<file path="src/rtl/farq_pkg.sv">
`default_nettype none
package farq_pkg;

   localparam int FIELD_ID_W = 16;
   localparam int SLOT_W     = 6;
   localparam int CFG_W      = 7;
   localparam int REL_W      = 2;

   typedef logic [FIELD_ID_W-1:0] id_field_type;
   typedef logic [SLOT_W-1:0]     slot_type;
   typedef logic [CFG_W-1:0]      cfg_type;
   typedef logic [REL_W-1:0]      rel_type;

   localparam logic OP_WRITE = 1'b0;
   localparam logic OP_QUERY = 1'b1;

   localparam rel_type REL_NONE      = 2'd0;
   localparam rel_type REL_B_OVER_A  = 2'd1;
   localparam rel_type REL_A_OVER_B  = 2'd2;
   localparam rel_type REL_SAME_ROOT = 2'd3;

   typedef enum logic [2:0] {
      S_IDLE,
      S_FIND_A,
      S_FIND_B,
      S_SCAN,
      S_READ,
      S_EVAL,
      S_RESULT
   } state_type;

   typedef enum logic [1:0] {
      PH_ANC_A,
      PH_ANC_B,
      PH_ROOT_A,
      PH_ROOT_B
   } phase_type;

   typedef enum logic [1:0] {
      KEY_REQ,
      KEY_B,
      KEY_PARENT
   } key_sel_type;

   typedef enum logic [1:0] {
      CUR_HOLD,
      CUR_SA,
      CUR_SB,
      CUR_HIT
   } cur_sel_type;

   typedef struct packed {
      logic        idle;
      logic        scan_start;
      key_sel_type key_sel;
      logic        scan_run;
      logic        save_sa;
      logic        save_sb;
      cur_sel_type cur_sel;
      logic        steps_clr;
      logic        steps_inc;
      logic        rd_cur;
      logic        save_root;
      logic        set_result;
      rel_type     rel;
      logic        broken;
      logic        emit;
   } cmd_type;

   typedef struct packed {
      logic req_query;
      logic scan_hit;
      logic scan_miss;
      logic is_root;
      logic par_eq_a;
      logic par_eq_b;
      logic steps_done;
      logic same_root;
      logic out_free;
   } status_type;

endpackage
`default_nettype wire

</file>
<file path="src/rtl/farq_intf.sv">
`default_nettype none
interface farq_req_if;
   import farq_pkg::*;
   logic         valid;
   logic         ready;
   logic         opcode;
   slot_type     slot;
   id_field_type node_id;
   id_field_type parent_id;
   id_field_type first_id;
   id_field_type second_id;

   modport source (output valid, output opcode, output slot, output node_id,
                   output parent_id, output first_id, output second_id, input ready);
   modport sink (input valid, input opcode, input slot, input node_id,
                 input parent_id, input first_id, input second_id, output ready);
endinterface

interface farq_rsp_if;
   import farq_pkg::*;
   logic    valid;
   logic    ready;
   rel_type relation;
   logic    broken_chain;

   modport source (output valid, output relation, output broken_chain, input ready);
   modport sink (input valid, input relation, input broken_chain, output ready);
endinterface

interface farq_csr_if;
   import farq_pkg::*;
   logic    valid;
   logic    ready;
   cfg_type data;

   modport source (output valid, output data, input ready);
   modport sink (input valid, input data, output ready);
endinterface
`default_nettype wire

</file>
<file path="src/rtl/farq_ram.sv">
`default_nettype none
module farq_ram #(
   parameter int WIDTH = 16,
   parameter int DEPTH = 64,
   localparam int ADDR_W = $clog2(DEPTH)
) (
   input  wire logic              clock,
   input  wire logic              wr_en,
   input  wire logic [ADDR_W-1:0] wr_addr,
   input  wire logic [WIDTH-1:0]  wr_data,
   input  wire logic [ADDR_W-1:0] rd_addr,
   output logic      [WIDTH-1:0]  rd_data
);

   logic [WIDTH-1:0] mem_ff [DEPTH];

   always_ff @(posedge clock) begin
      if (wr_en) begin
         mem_ff[wr_addr] <= wr_data;
      end
      rd_data <= mem_ff[rd_addr];
   end

endmodule
`default_nettype wire

</file>
<file path="src/rtl/farq_ctrl.sv">
`default_nettype none
module farq_ctrl (
   input  wire logic                clock,
   input  wire logic                reset,
   input  wire farq_pkg::status_type sts,
   output farq_pkg::cmd_type        cmd
);
   import farq_pkg::*;

   state_type state_ff, state_in;
   phase_type phase_ff, phase_in;

   always_ff @(posedge clock) begin
      if (reset) begin
         state_ff <= S_IDLE;
         phase_ff <= PH_ANC_A;
      end else begin
         state_ff <= state_in;
         phase_ff <= phase_in;
      end
   end

   // next state
   always_comb begin
      state_in = state_ff;
      phase_in = phase_ff;
      case (state_ff)
         S_IDLE: begin
            if (sts.req_query) state_in = S_FIND_A;
         end
         S_FIND_A: begin
            if (sts.scan_hit) state_in = S_FIND_B;
            else if (sts.scan_miss) state_in = S_RESULT;
         end
         S_FIND_B: begin
            if (sts.scan_hit) begin
               state_in = S_READ;
               phase_in = PH_ANC_A;
            end else if (sts.scan_miss) begin
               state_in = S_RESULT;
            end
         end
         S_SCAN: begin
            if (sts.scan_hit) state_in = S_READ;
            else if (sts.scan_miss) state_in = S_RESULT;
         end
         S_READ: begin
            state_in = S_EVAL;
         end
         S_EVAL: begin
            case (phase_ff)
               PH_ANC_A: begin
                  if (sts.is_root) begin
                     phase_in = PH_ANC_B;
                     state_in = S_READ;
                  end else if (sts.par_eq_b || sts.steps_done) begin
                     state_in = S_RESULT;
                  end else begin
                     state_in = S_SCAN;
                  end
               end
               PH_ANC_B: begin
                  if (sts.is_root) begin
                     phase_in = PH_ROOT_A;
                     state_in = S_READ;
                  end else if (sts.par_eq_a || sts.steps_done) begin
                     state_in = S_RESULT;
                  end else begin
                     state_in = S_SCAN;
                  end
               end
               PH_ROOT_A: begin
                  if (sts.is_root) begin
                     phase_in = PH_ROOT_B;
                     state_in = S_READ;
                  end else if (sts.steps_done) begin
                     state_in = S_RESULT;
                  end else begin
                     state_in = S_SCAN;
                  end
               end
               default: begin
                  if (sts.is_root || sts.steps_done) state_in = S_RESULT;
                  else state_in = S_SCAN;
               end
            endcase
         end
         S_RESULT: begin
            if (sts.out_free) state_in = S_IDLE;
         end
         default: begin
            state_in = S_IDLE;
         end
      endcase
   end

   // commands
   always_comb begin
      cmd = '0;
      cmd.key_sel = KEY_REQ;
      cmd.cur_sel = CUR_HOLD;
      cmd.rel = REL_NONE;
      case (state_ff)
         S_IDLE: begin
            cmd.idle = 1'b1;
            if (sts.req_query) begin
               cmd.scan_start = 1'b1;
               cmd.key_sel = KEY_REQ;
            end
         end
         S_FIND_A: begin
            cmd.scan_run = 1'b1;
            if (sts.scan_hit) begin
               cmd.save_sa = 1'b1;
               cmd.scan_start = 1'b1;
               cmd.key_sel = KEY_B;
            end else if (sts.scan_miss) begin
               cmd.set_result = 1'b1;
               cmd.broken = 1'b1;
            end
         end
         S_FIND_B: begin
            cmd.scan_run = 1'b1;
            if (sts.scan_hit) begin
               cmd.save_sb = 1'b1;
               cmd.cur_sel = CUR_SA;
               cmd.steps_clr = 1'b1;
            end else if (sts.scan_miss) begin
               cmd.set_result = 1'b1;
               cmd.broken = 1'b1;
            end
         end
         S_SCAN: begin
            cmd.scan_run = 1'b1;
            if (sts.scan_hit) begin
               cmd.cur_sel = CUR_HIT;
            end else if (sts.scan_miss) begin
               cmd.set_result = 1'b1;
               cmd.broken = 1'b1;
            end
         end
         S_READ: begin
            cmd.rd_cur = 1'b1;
         end
         S_EVAL: begin
            if (sts.is_root) begin
               case (phase_ff)
                  PH_ANC_A: begin
                     cmd.cur_sel = CUR_SB;
                     cmd.steps_clr = 1'b1;
                  end
                  PH_ANC_B: begin
                     cmd.cur_sel = CUR_SA;
                     cmd.steps_clr = 1'b1;
                  end
                  PH_ROOT_A: begin
                     cmd.save_root = 1'b1;
                     cmd.cur_sel = CUR_SB;
                     cmd.steps_clr = 1'b1;
                  end
                  default: begin
                     cmd.set_result = 1'b1;
                     cmd.rel = sts.same_root ? REL_SAME_ROOT : REL_NONE;
                  end
               endcase
            end else if (phase_ff == PH_ANC_A && sts.par_eq_b) begin
               cmd.set_result = 1'b1;
               cmd.rel = REL_B_OVER_A;
            end else if (phase_ff == PH_ANC_B && sts.par_eq_a) begin
               cmd.set_result = 1'b1;
               cmd.rel = REL_A_OVER_B;
            end else if (sts.steps_done) begin
               cmd.set_result = 1'b1;
               cmd.broken = 1'b1;
            end else begin
               cmd.steps_inc = 1'b1;
               cmd.scan_start = 1'b1;
               cmd.key_sel = KEY_PARENT;
            end
         end
         S_RESULT: begin
            cmd.emit = sts.out_free;
         end
         default: begin
            cmd.idle = 1'b0;
         end
      endcase
   end

endmodule
`default_nettype wire

</file>
<file path="src/rtl/farq_dpath.sv">
`default_nettype none
module farq_dpath #(
   parameter int ENTRIES = 64,
   parameter int ID_BITS = 16
) (
   input  wire logic                 clock,
   input  wire logic                 reset,
   farq_req_if.sink                  req_chan,
   farq_rsp_if.source                rsp_chan,
   farq_csr_if.sink                  csr_chan,
   input  wire farq_pkg::cmd_type    cmd,
   output farq_pkg::status_type      sts
);
   import farq_pkg::*;

   localparam int IDX_W = $clog2(ENTRIES);
   localparam int CNT_W = $clog2(ENTRIES + 1);

   cfg_type            entry_count_ff, entry_count_in;
   logic [CNT_W-1:0]   n_srch;
   logic [ID_BITS-1:0] a_ff, a_in, b_ff, b_in, key_ff, key_in, ra_ff, ra_in;
   logic [CNT_W-1:0]   issue_ff, issue_in, steps_ff, steps_in;
   logic               rd_valid_ff, rd_valid_in;
   logic [IDX_W-1:0]   rd_idx_ff, rd_idx_in;
   logic [IDX_W-1:0]   sa_ff, sa_in, sb_ff, sb_in, cur_ff, cur_in;
   rel_type            res_rel_ff, res_rel_in, rsp_rel_ff, rsp_rel_in;
   logic               res_broken_ff, res_broken_in, rsp_broken_ff, rsp_broken_in;
   logic               rsp_valid_ff, rsp_valid_in;

   logic               accept;
   logic               wr_en;
   logic [IDX_W-1:0]   node_rd_addr;
   logic [ID_BITS-1:0] node_q, par_q;
   logic               issue_more;

   // searched slot count, clamped to the table size
   always_comb begin
      if (32'(entry_count_ff) > ENTRIES) n_srch = CNT_W'(ENTRIES);
      else n_srch = CNT_W'(entry_count_ff);
   end

   assign accept = cmd.idle && req_chan.valid;
   assign wr_en = accept && (req_chan.opcode == OP_WRITE) && (32'(req_chan.slot) < ENTRIES);
   assign issue_more = issue_ff < n_srch;
   assign node_rd_addr = cmd.rd_cur ? cur_ff : issue_ff[IDX_W-1:0];

   farq_ram #(.WIDTH(ID_BITS), .DEPTH(ENTRIES)) u_node_ram (
      .clock   (clock),
      .wr_en   (wr_en),
      .wr_addr (IDX_W'(req_chan.slot)),
      .wr_data (ID_BITS'(req_chan.node_id)),
      .rd_addr (node_rd_addr),
      .rd_data (node_q)
   );

   farq_ram #(.WIDTH(ID_BITS), .DEPTH(ENTRIES)) u_parent_ram (
      .clock   (clock),
      .wr_en   (wr_en),
      .wr_addr (IDX_W'(req_chan.slot)),
      .wr_data (ID_BITS'(req_chan.parent_id)),
      .rd_addr (cur_ff),
      .rd_data (par_q)
   );

   assign req_chan.ready = cmd.idle;
   assign csr_chan.ready = 1'b1;
   assign rsp_chan.valid = rsp_valid_ff;
   assign rsp_chan.relation = rsp_rel_ff;
   assign rsp_chan.broken_chain = rsp_broken_ff;

   always_comb begin
      sts.req_query  = req_chan.valid && (req_chan.opcode == OP_QUERY);
      sts.scan_hit   = rd_valid_ff && (node_q == key_ff);
      sts.scan_miss  = !rd_valid_ff && !issue_more;
      sts.is_root    = node_q == par_q;
      sts.par_eq_a   = par_q == a_ff;
      sts.par_eq_b   = par_q == b_ff;
      sts.steps_done = steps_ff >= n_srch;
      sts.same_root  = node_q == ra_ff;
      sts.out_free   = !rsp_valid_ff || rsp_chan.ready;
   end

   always_comb begin
      entry_count_in = entry_count_ff;
      a_in = a_ff;
      b_in = b_ff;
      key_in = key_ff;
      ra_in = ra_ff;
      issue_in = issue_ff;
      steps_in = steps_ff;
      rd_valid_in = rd_valid_ff;
      rd_idx_in = rd_idx_ff;
      sa_in = sa_ff;
      sb_in = sb_ff;
      cur_in = cur_ff;
      res_rel_in = res_rel_ff;
      res_broken_in = res_broken_ff;
      rsp_rel_in = rsp_rel_ff;
      rsp_broken_in = rsp_broken_ff;
      rsp_valid_in = rsp_valid_ff;

      if (csr_chan.valid) entry_count_in = csr_chan.data;

      if (accept) begin
         a_in = ID_BITS'(req_chan.first_id);
         b_in = ID_BITS'(req_chan.second_id);
      end

      // linear search of the node id memory, one slot issued per cycle
      if (cmd.scan_run) begin
         rd_valid_in = issue_more;
         rd_idx_in = issue_ff[IDX_W-1:0];
         if (issue_more) issue_in = issue_ff + 1'b1;
      end

      if (cmd.save_sa) sa_in = rd_idx_ff;
      if (cmd.save_sb) sb_in = rd_idx_ff;

      case (cmd.cur_sel)
         CUR_SA:  cur_in = sa_ff;
         CUR_SB:  cur_in = sb_ff;
         CUR_HIT: cur_in = rd_idx_ff;
         default: cur_in = cur_ff;
      endcase

      if (cmd.scan_start) begin
         issue_in = '0;
         rd_valid_in = 1'b0;
         case (cmd.key_sel)
            KEY_REQ:    key_in = ID_BITS'(req_chan.first_id);
            KEY_B:      key_in = b_ff;
            KEY_PARENT: key_in = par_q;
            default:    key_in = key_ff;
         endcase
      end

      if (cmd.steps_clr) steps_in = '0;
      else if (cmd.steps_inc) steps_in = steps_ff + 1'b1;

      if (cmd.save_root) ra_in = node_q;

      if (cmd.set_result) begin
         res_rel_in = cmd.rel;
         res_broken_in = cmd.broken;
      end

      if (rsp_valid_ff && rsp_chan.ready) rsp_valid_in = 1'b0;
      if (cmd.emit) begin
         rsp_valid_in = 1'b1;
         rsp_rel_in = res_rel_ff;
         rsp_broken_in = res_broken_ff;
      end
   end

   always_ff @(posedge clock) begin
      if (reset) begin
         entry_count_ff <= '0;
         rsp_valid_ff <= 1'b0;
         rd_valid_ff <= 1'b0;
         issue_ff <= '0;
      end else begin
         entry_count_ff <= entry_count_in;
         rsp_valid_ff <= rsp_valid_in;
         rd_valid_ff <= rd_valid_in;
         issue_ff <= issue_in;
      end
      a_ff <= a_in;
      b_ff <= b_in;
      key_ff <= key_in;
      ra_ff <= ra_in;
      steps_ff <= steps_in;
      rd_idx_ff <= rd_idx_in;
      sa_ff <= sa_in;
      sb_ff <= sb_in;
      cur_ff <= cur_in;
      res_rel_ff <= res_rel_in;
      res_broken_ff <= res_broken_in;
      rsp_rel_ff <= rsp_rel_in;
      rsp_broken_ff <= rsp_broken_in;
   end

endmodule
`default_nettype wire

</file>
<file path="src/rtl/forest_ancestor_relation_query.sv">
// write word: no response word; one query word is in flight at a time.
// query word, n = min(entry_count, ENTRIES): an id search reads one slot per cycle over
//   the first n slots; a parent step is a search plus a read of the current slot.
// the walk of a query is serialised by the single read port of the node id memory;
//   a result waits in an output register while the next word enters.
// reset (synchronous, active high) clears control state and entry_count; table undefined.
`default_nettype none
module forest_ancestor_relation_query #(
   parameter int ENTRIES = 64,
   parameter int ID_BITS = 16
) (
   input  wire logic  clock,
   input  wire logic  reset,
   farq_req_if.sink   req_chan,
   farq_rsp_if.source rsp_chan,
   farq_csr_if.sink   csr_chan
);
   import farq_pkg::*;

   cmd_type    cmd;
   status_type sts;

   farq_ctrl u_ctrl (
      .clock (clock),
      .reset (reset),
      .sts   (sts),
      .cmd   (cmd)
   );

   farq_dpath #(.ENTRIES(ENTRIES), .ID_BITS(ID_BITS)) u_dpath (
      .clock    (clock),
      .reset    (reset),
      .req_chan (req_chan),
      .rsp_chan (rsp_chan),
      .csr_chan (csr_chan),
      .cmd      (cmd),
      .sts      (sts)
   );

`ifndef SYNTHESIS
   // a new result only appears after the controller released it
   a_emit_src: assert property (@(posedge clock) disable iff (reset)
      $rose(rsp_chan.valid) |-> $past(cmd.emit))
      else $error("result valid without emit");

   // never overwrite a result that has not been taken
   a_emit_free: assert property (@(posedge clock) disable iff (reset)
      cmd.emit |-> sts.out_free)
      else $error("emit while output register busy");

   // no word is taken while a query walks the table
   a_accept_idle: assert property (@(posedge clock) disable iff (reset)
      (req_chan.valid && req_chan.ready) |-> (!cmd.scan_run && !cmd.rd_cur))
      else $error("word accepted during a query");
`endif

endmodule
`default_nettype wire

</file>
<file path="src/flat_wrapper.sv">
// flat-port wrapper written by rule: the top's interface ports become plain ports
module forest_ancestor_relation_query_flat import farq_pkg::*;
#(
   parameter int ENTRIES = 64,
   parameter int ID_BITS = 16
)
  (clock, reset, req_chan_valid, req_chan_opcode, req_chan_slot, req_chan_node_id, req_chan_parent_id, req_chan_first_id, req_chan_second_id, req_chan_ready, rsp_chan_valid, rsp_chan_relation, rsp_chan_broken_chain, rsp_chan_ready, csr_chan_valid, csr_chan_data, csr_chan_ready);
  farq_req_if req_chan_i ();
  farq_rsp_if rsp_chan_i ();
  farq_csr_if csr_chan_i ();
  input  wire logic clock;
  input  wire logic reset;
  input wire logic [$bits(req_chan_i.valid)-1:0] req_chan_valid;
  input wire logic [$bits(req_chan_i.opcode)-1:0] req_chan_opcode;
  input wire logic [$bits(req_chan_i.slot)-1:0] req_chan_slot;
  input wire logic [$bits(req_chan_i.node_id)-1:0] req_chan_node_id;
  input wire logic [$bits(req_chan_i.parent_id)-1:0] req_chan_parent_id;
  input wire logic [$bits(req_chan_i.first_id)-1:0] req_chan_first_id;
  input wire logic [$bits(req_chan_i.second_id)-1:0] req_chan_second_id;
  output wire logic [$bits(req_chan_i.ready)-1:0] req_chan_ready;
  output wire logic [$bits(rsp_chan_i.valid)-1:0] rsp_chan_valid;
  output wire logic [$bits(rsp_chan_i.relation)-1:0] rsp_chan_relation;
  output wire logic [$bits(rsp_chan_i.broken_chain)-1:0] rsp_chan_broken_chain;
  input wire logic [$bits(rsp_chan_i.ready)-1:0] rsp_chan_ready;
  input wire logic [$bits(csr_chan_i.valid)-1:0] csr_chan_valid;
  input wire logic [$bits(csr_chan_i.data)-1:0] csr_chan_data;
  output wire logic [$bits(csr_chan_i.ready)-1:0] csr_chan_ready;
  assign req_chan_i.valid = req_chan_valid;
  assign req_chan_i.opcode = req_chan_opcode;
  assign req_chan_i.slot = req_chan_slot;
  assign req_chan_i.node_id = req_chan_node_id;
  assign req_chan_i.parent_id = req_chan_parent_id;
  assign req_chan_i.first_id = req_chan_first_id;
  assign req_chan_i.second_id = req_chan_second_id;
  assign req_chan_ready = req_chan_i.ready;
  assign rsp_chan_valid = rsp_chan_i.valid;
  assign rsp_chan_relation = rsp_chan_i.relation;
  assign rsp_chan_broken_chain = rsp_chan_i.broken_chain;
  assign rsp_chan_i.ready = rsp_chan_ready;
  assign csr_chan_i.valid = csr_chan_valid;
  assign csr_chan_i.data = csr_chan_data;
  assign csr_chan_ready = csr_chan_i.ready;
  forest_ancestor_relation_query #(.ENTRIES(ENTRIES), .ID_BITS(ID_BITS)) u_core (.clock(clock), .reset(reset), .req_chan(req_chan_i), .rsp_chan(rsp_chan_i), .csr_chan(csr_chan_i));
endmodule
</file>
<file path="config.mk">
export PLATFORM = sky130hd
export DESIGN_NAME = forest_ancestor_relation_query_flat
export DESIGN_NICKNAME = d
export VERILOG_FILES = /design/src/rtl/farq_pkg.sv /design/src/rtl/farq_intf.sv /design/src/rtl/farq_ram.sv /design/src/rtl/farq_ctrl.sv /design/src/rtl/farq_dpath.sv /design/src/rtl/forest_ancestor_relation_query.sv /design/src/flat_wrapper.sv
export SDC_FILE = /design/constraint.sdc
export NUM_CORES = 2
export LEC_CHECK = 0
export BUFFER_PORTS_ARGS = -buffer_cell sky130_fd_sc_hd__buf_2
export CAP_MARGIN = 20
export CORE_MARGIN = 10
export CORE_UTILIZATION = 57
export CTS_CLUSTER_DIAMETER = 80
export DETAILED_ROUTE_END_ITERATION = 6
export HOLD_SLACK_MARGIN = 0.05
export PLACE_DENSITY_LB_ADDON = 0.05
export RECOVER_POWER = 25
export SLEW_MARGIN = 40
export SYNTH_ARGS = -nofsm -noshare
export SYNTH_HDL_FRONTEND = slang
export SYNTH_SLANG_ARGS = --single-unit
</file>
<file path="constraint.sdc">
create_clock -name clock -period 3 [get_ports clock]
set_input_delay 0.45 -clock clock [delete_from_list [all_inputs] [get_ports clock]]
set_output_delay 0.45 -clock clock [all_outputs]
set_load 0.01 [all_outputs]
</file>
==> flow_summary_export.csv <==
group,metric,value,unit
synth,syn_area_per_cell,18.1,sq um
floorplanning,chipWidth,408,um
floorplanning,start_util,57.3,%
layout,drive_gt1_share,21.9,%
timing,rsz0062_at_grt,"yes",
synth,synthArstFlopShare,0,%
outcome,failed_checks,"max-capacitance violations, max-slew violations",
clock_network,htreeDepth,4,
floorplanning,die-area,0.167,sq mm
timing,clock_skew,0.0222,ns
grt,grt_max_degree,99,
layout,final_cell_area,0.100,sq mm
clock_network,numCtsBuffers,217,
timing,setup_violations,0,
layout,layoutNonFillerInstCount,7451,
detailed_routing,drt-wirelength-per-cell,29.7,um
timing,period_share,98.6,%
synth,syn_nets,4850,
critical_path,cp_data_required_time,3.70,ns
critical_path,arrival,3.66,ns
synth,syn_area,0.0859,sq mm
clock_network,clk_pin_slew,0.06,ns
detailed_routing,drt_pass1_iterations,7,
layout,area_growth,16.9,%
layout,fin_util,67.0,%
synth,synth.distinct_cells,61,
placed_design,port_buffers,87,
detailed_routing,drt_iter0_markers,5308,
floorplanning,rows,142,
placed_design,place.detailed.hpwl,129000,um
placed_design,dp_cells,6957,
grt,antenna_found_initial,12,
run,cap_violations,21,
clock_network,clockBufferDepth,3,
layout,nFillCells,9985,
placed_design,gp_congestion,0.823,
detailed_routing,routed_via_density,6.20,
timing,slew_headroom,-90.2,%
timing,fin_crit,2.96,ns
timing,whs,0.189,ns
timing,drv_slew,1328,
hold_path,min_path_type,"in2reg",
clock_network,cts_tree,"done",
synth,synth_cells,4745,
clock_network,cts.sinks,2202,
pwr,power_density,647,mW/mm^2
synth,yosys_register_bits,2202,
grt,grt_pass1_vias,46000,
critical_path,rr_worst_depth,11,
grt,grt_pass1_wl,321000,um
hold_path,hold_path_depth,4,
pwr,peakVddDrop,0.000557,V
pwr,finalPower,64.9,mW
synth,synth_edf_count,2142,
synth,synth_ff_type,"edfxtp_1",
critical_path,cp_max_fo,10,
critical_path,path_class,"reg2reg",
floorplanning,die_height,408,um
floorplanning,io_pins,89,
pwr,p_leak,34.4,nW
timing,fmax,0.338,GHz
clock_network,cts-root-buf,"clkbuf_16",
critical_path,worstSetupStartpointType,"flop",
timing,tightest_slew,2.85,ns
outcome,status,"complete, but fails checks",
layout,layout.nets,5340,
clock_network,clock_latency,0.82,ns
critical_path,end_kind,"flop",
synth,seq_area_frac_synth,76.3,%
floorplanning,core_area,0.150,sq mm
detailed_routing,routed_wl,221000,um
grt,globalRoute.totalOverflow,0,
timing,hold_viol_final,0,
detailed_routing,vias,46200,
detailed_routing,drc,0,
grt,track_usage,26.3,%
synth,ys_warn_count,0,
placed_design,dpl_cell_area,0.0924,sq mm
detailed_routing,antenna_left,0,
-- flip-flops by register name, indices dropped and copies added (netlist names), 3 cells and up --
| name | cells |
|---|---|
| u_core.u_dpath.u_node_ram.rd_data | 16 |
| u_core.u_dpath.u_parent_ram.mem_ff | 1024 |
| u_core.u_dpath.u_parent_ram.rd_data | 16 |
| u_core.u_dpath.rd_idx_ff | 6 |
| u_core.u_dpath.sb_ff | 6 |
| u_core.u_dpath.issue_ff | 7 |
| u_core.u_dpath.cur_ff | 6 |
| u_core.u_dpath.ra_ff | 16 |
| u_core.u_dpath.key_ff | 16 |
| u_core.u_dpath.sa_ff | 6 |
| u_core.u_dpath.b_ff | 16 |
| u_core.u_ctrl.state_ff | 3 |
| u_core.u_dpath.u_node_ram.mem_ff | 1024 |
| u_core.u_dpath.a_ff | 16 |
| u_core.u_dpath.entry_count_ff | 7 |
| u_core.u_dpath.steps_ff | 7 |
-- area by class of cell --
type,count,area [sq um],share of cell area (%)
diodes,8,20.0,0.0199
inverters,17,63.8,0.0636
repair buffers,525,5450,5.43
multi-input cells,2272,19800,19.7
clock buffers,304,5970,5.95
flip-flops and latches,2202,65500,65.3
clock inverters,107,1040,1.03
well taps,2016,2520,2.51
-- placed cells by master (no fill, tap or decap), types with 20 or more instances in the layout --
master         instances
clkbuf_1              96
clkinv_1              38
xnor2_1               68
clkbuf_16            226
nor2_4                65
dlygate4sd3_1         59
mux4_2               336
clkinv_2              37
nor2_1                52
a31oi_1               32
nand4_1               43
xor2_1                22
buf_4                250
buf_12               106
buf_2                 60
a21oi_1               43
edfxtp_1            2142
o21ai_0               64
dfxtp_1               50
a32oi_1               60
nand2_1              670
nand3_1              286
ha_1                  20
mux2i_1              324
-- stage by stage --
step                      setup slack, ns  setup TNS, ns
after floorplan                    -0.494        -872.17
after global placement             -0.496          -1.72
after detailed placement           -0.291          -4.37
after CTS                        -0.00358       -0.00430
after global routing              -0.0416         -0.110
final                              0.0434              0
-- final timing paths --
check                                                                start  slack [ns]                                       endpoint
worst max register to register      u_core.u_ctrl.state_ff[0]$_SDFFE_PP0P_        0.04  u_core.u_dpath.u_node_ram.rd_data[10]$_DFF_P_
worst min register to register  u_core.u_dpath.res_rel_ff[0]$_SDFFCE_PN0P_        0.43  u_core.u_dpath.rsp_chan.relation[0]$_DFFE_PP_
worst max-delay path                u_core.u_ctrl.state_ff[0]$_SDFFE_PP0P_        0.04  u_core.u_dpath.u_node_ram.rd_data[10]$_DFF_P_
worst min-delay path                                       req_chan_opcode        0.19         u_core.u_ctrl.state_ff[0]$_SDFFE_PP0P_
-- critical path: stages, from the launching register on --
cell,delay (ns)
dfxtp_1,0.32
or3b_4,0.41
a21oi_4,0.15
buf_12,0.15
buf_6,0.15
buf_12,0.16
buf_16,0.15
mux2i_2,0.21
mux2i_1,0.10
a32oi_1,0.23
nand4_1,0.34
or3_1,0.45
-- cells in the mapped netlist (43+ instances only) --
cell type / number / area (sq um)
xnor2_1: 68 / 596
edfxtp_1: 2142 / 64300
a21oi_1: 44 / 220
mux4_2: 336 / 7570
nand3_1: 286 / 1430
nor2_1: 119 / 447
a32oi_1: 62 / 543
buf_2: 80 / 400
clkbuf_1: 129 / 484
mux2i_1: 327 / 3270
dfxtp_1: 60 / 1200
o21ai_0: 69 / 345
nand2_1: 671 / 2520
nand4_1: 43 / 269
-- cells by family after synthesis --
group           after synthesis  synth area share (%)
flops                      2202                  76.3
simple gates               1202                  6.07
mux                         670                  12.7
compound gates              287                  2.28
buf+inv                     271                  1.36
xor+xnor                     90                 0.918
fa+ha+maj                    22                 0.321
other cells                   1               0.00437
-- timing repair --
item	CTS	global route
gates cloned	0	6
hold endpoints to repair	81	0
resized for setup	11	35
pin swaps	3	6
endpoints found under the setup margin	32	143
setup buffers	6	5
hold buffers	59	0
-- power by group --
part / switching [mW] / internal (mW)
registers: 0.243 / 34.0
logic: 2.46 / 1.53
clock network: 11.4 / 15.3
-- per-layer routing --
layer  GRT usage (%)  wire (um)  vias to the layer above
met5               0         34                        -
met4            9.30       8090                        6
met3            4.62      16400                      371
met2            42.9     109000                     1944
met1            36.1      88000                    24000
li1                -          -                    19800
Power figures use the tool's default switching activity.
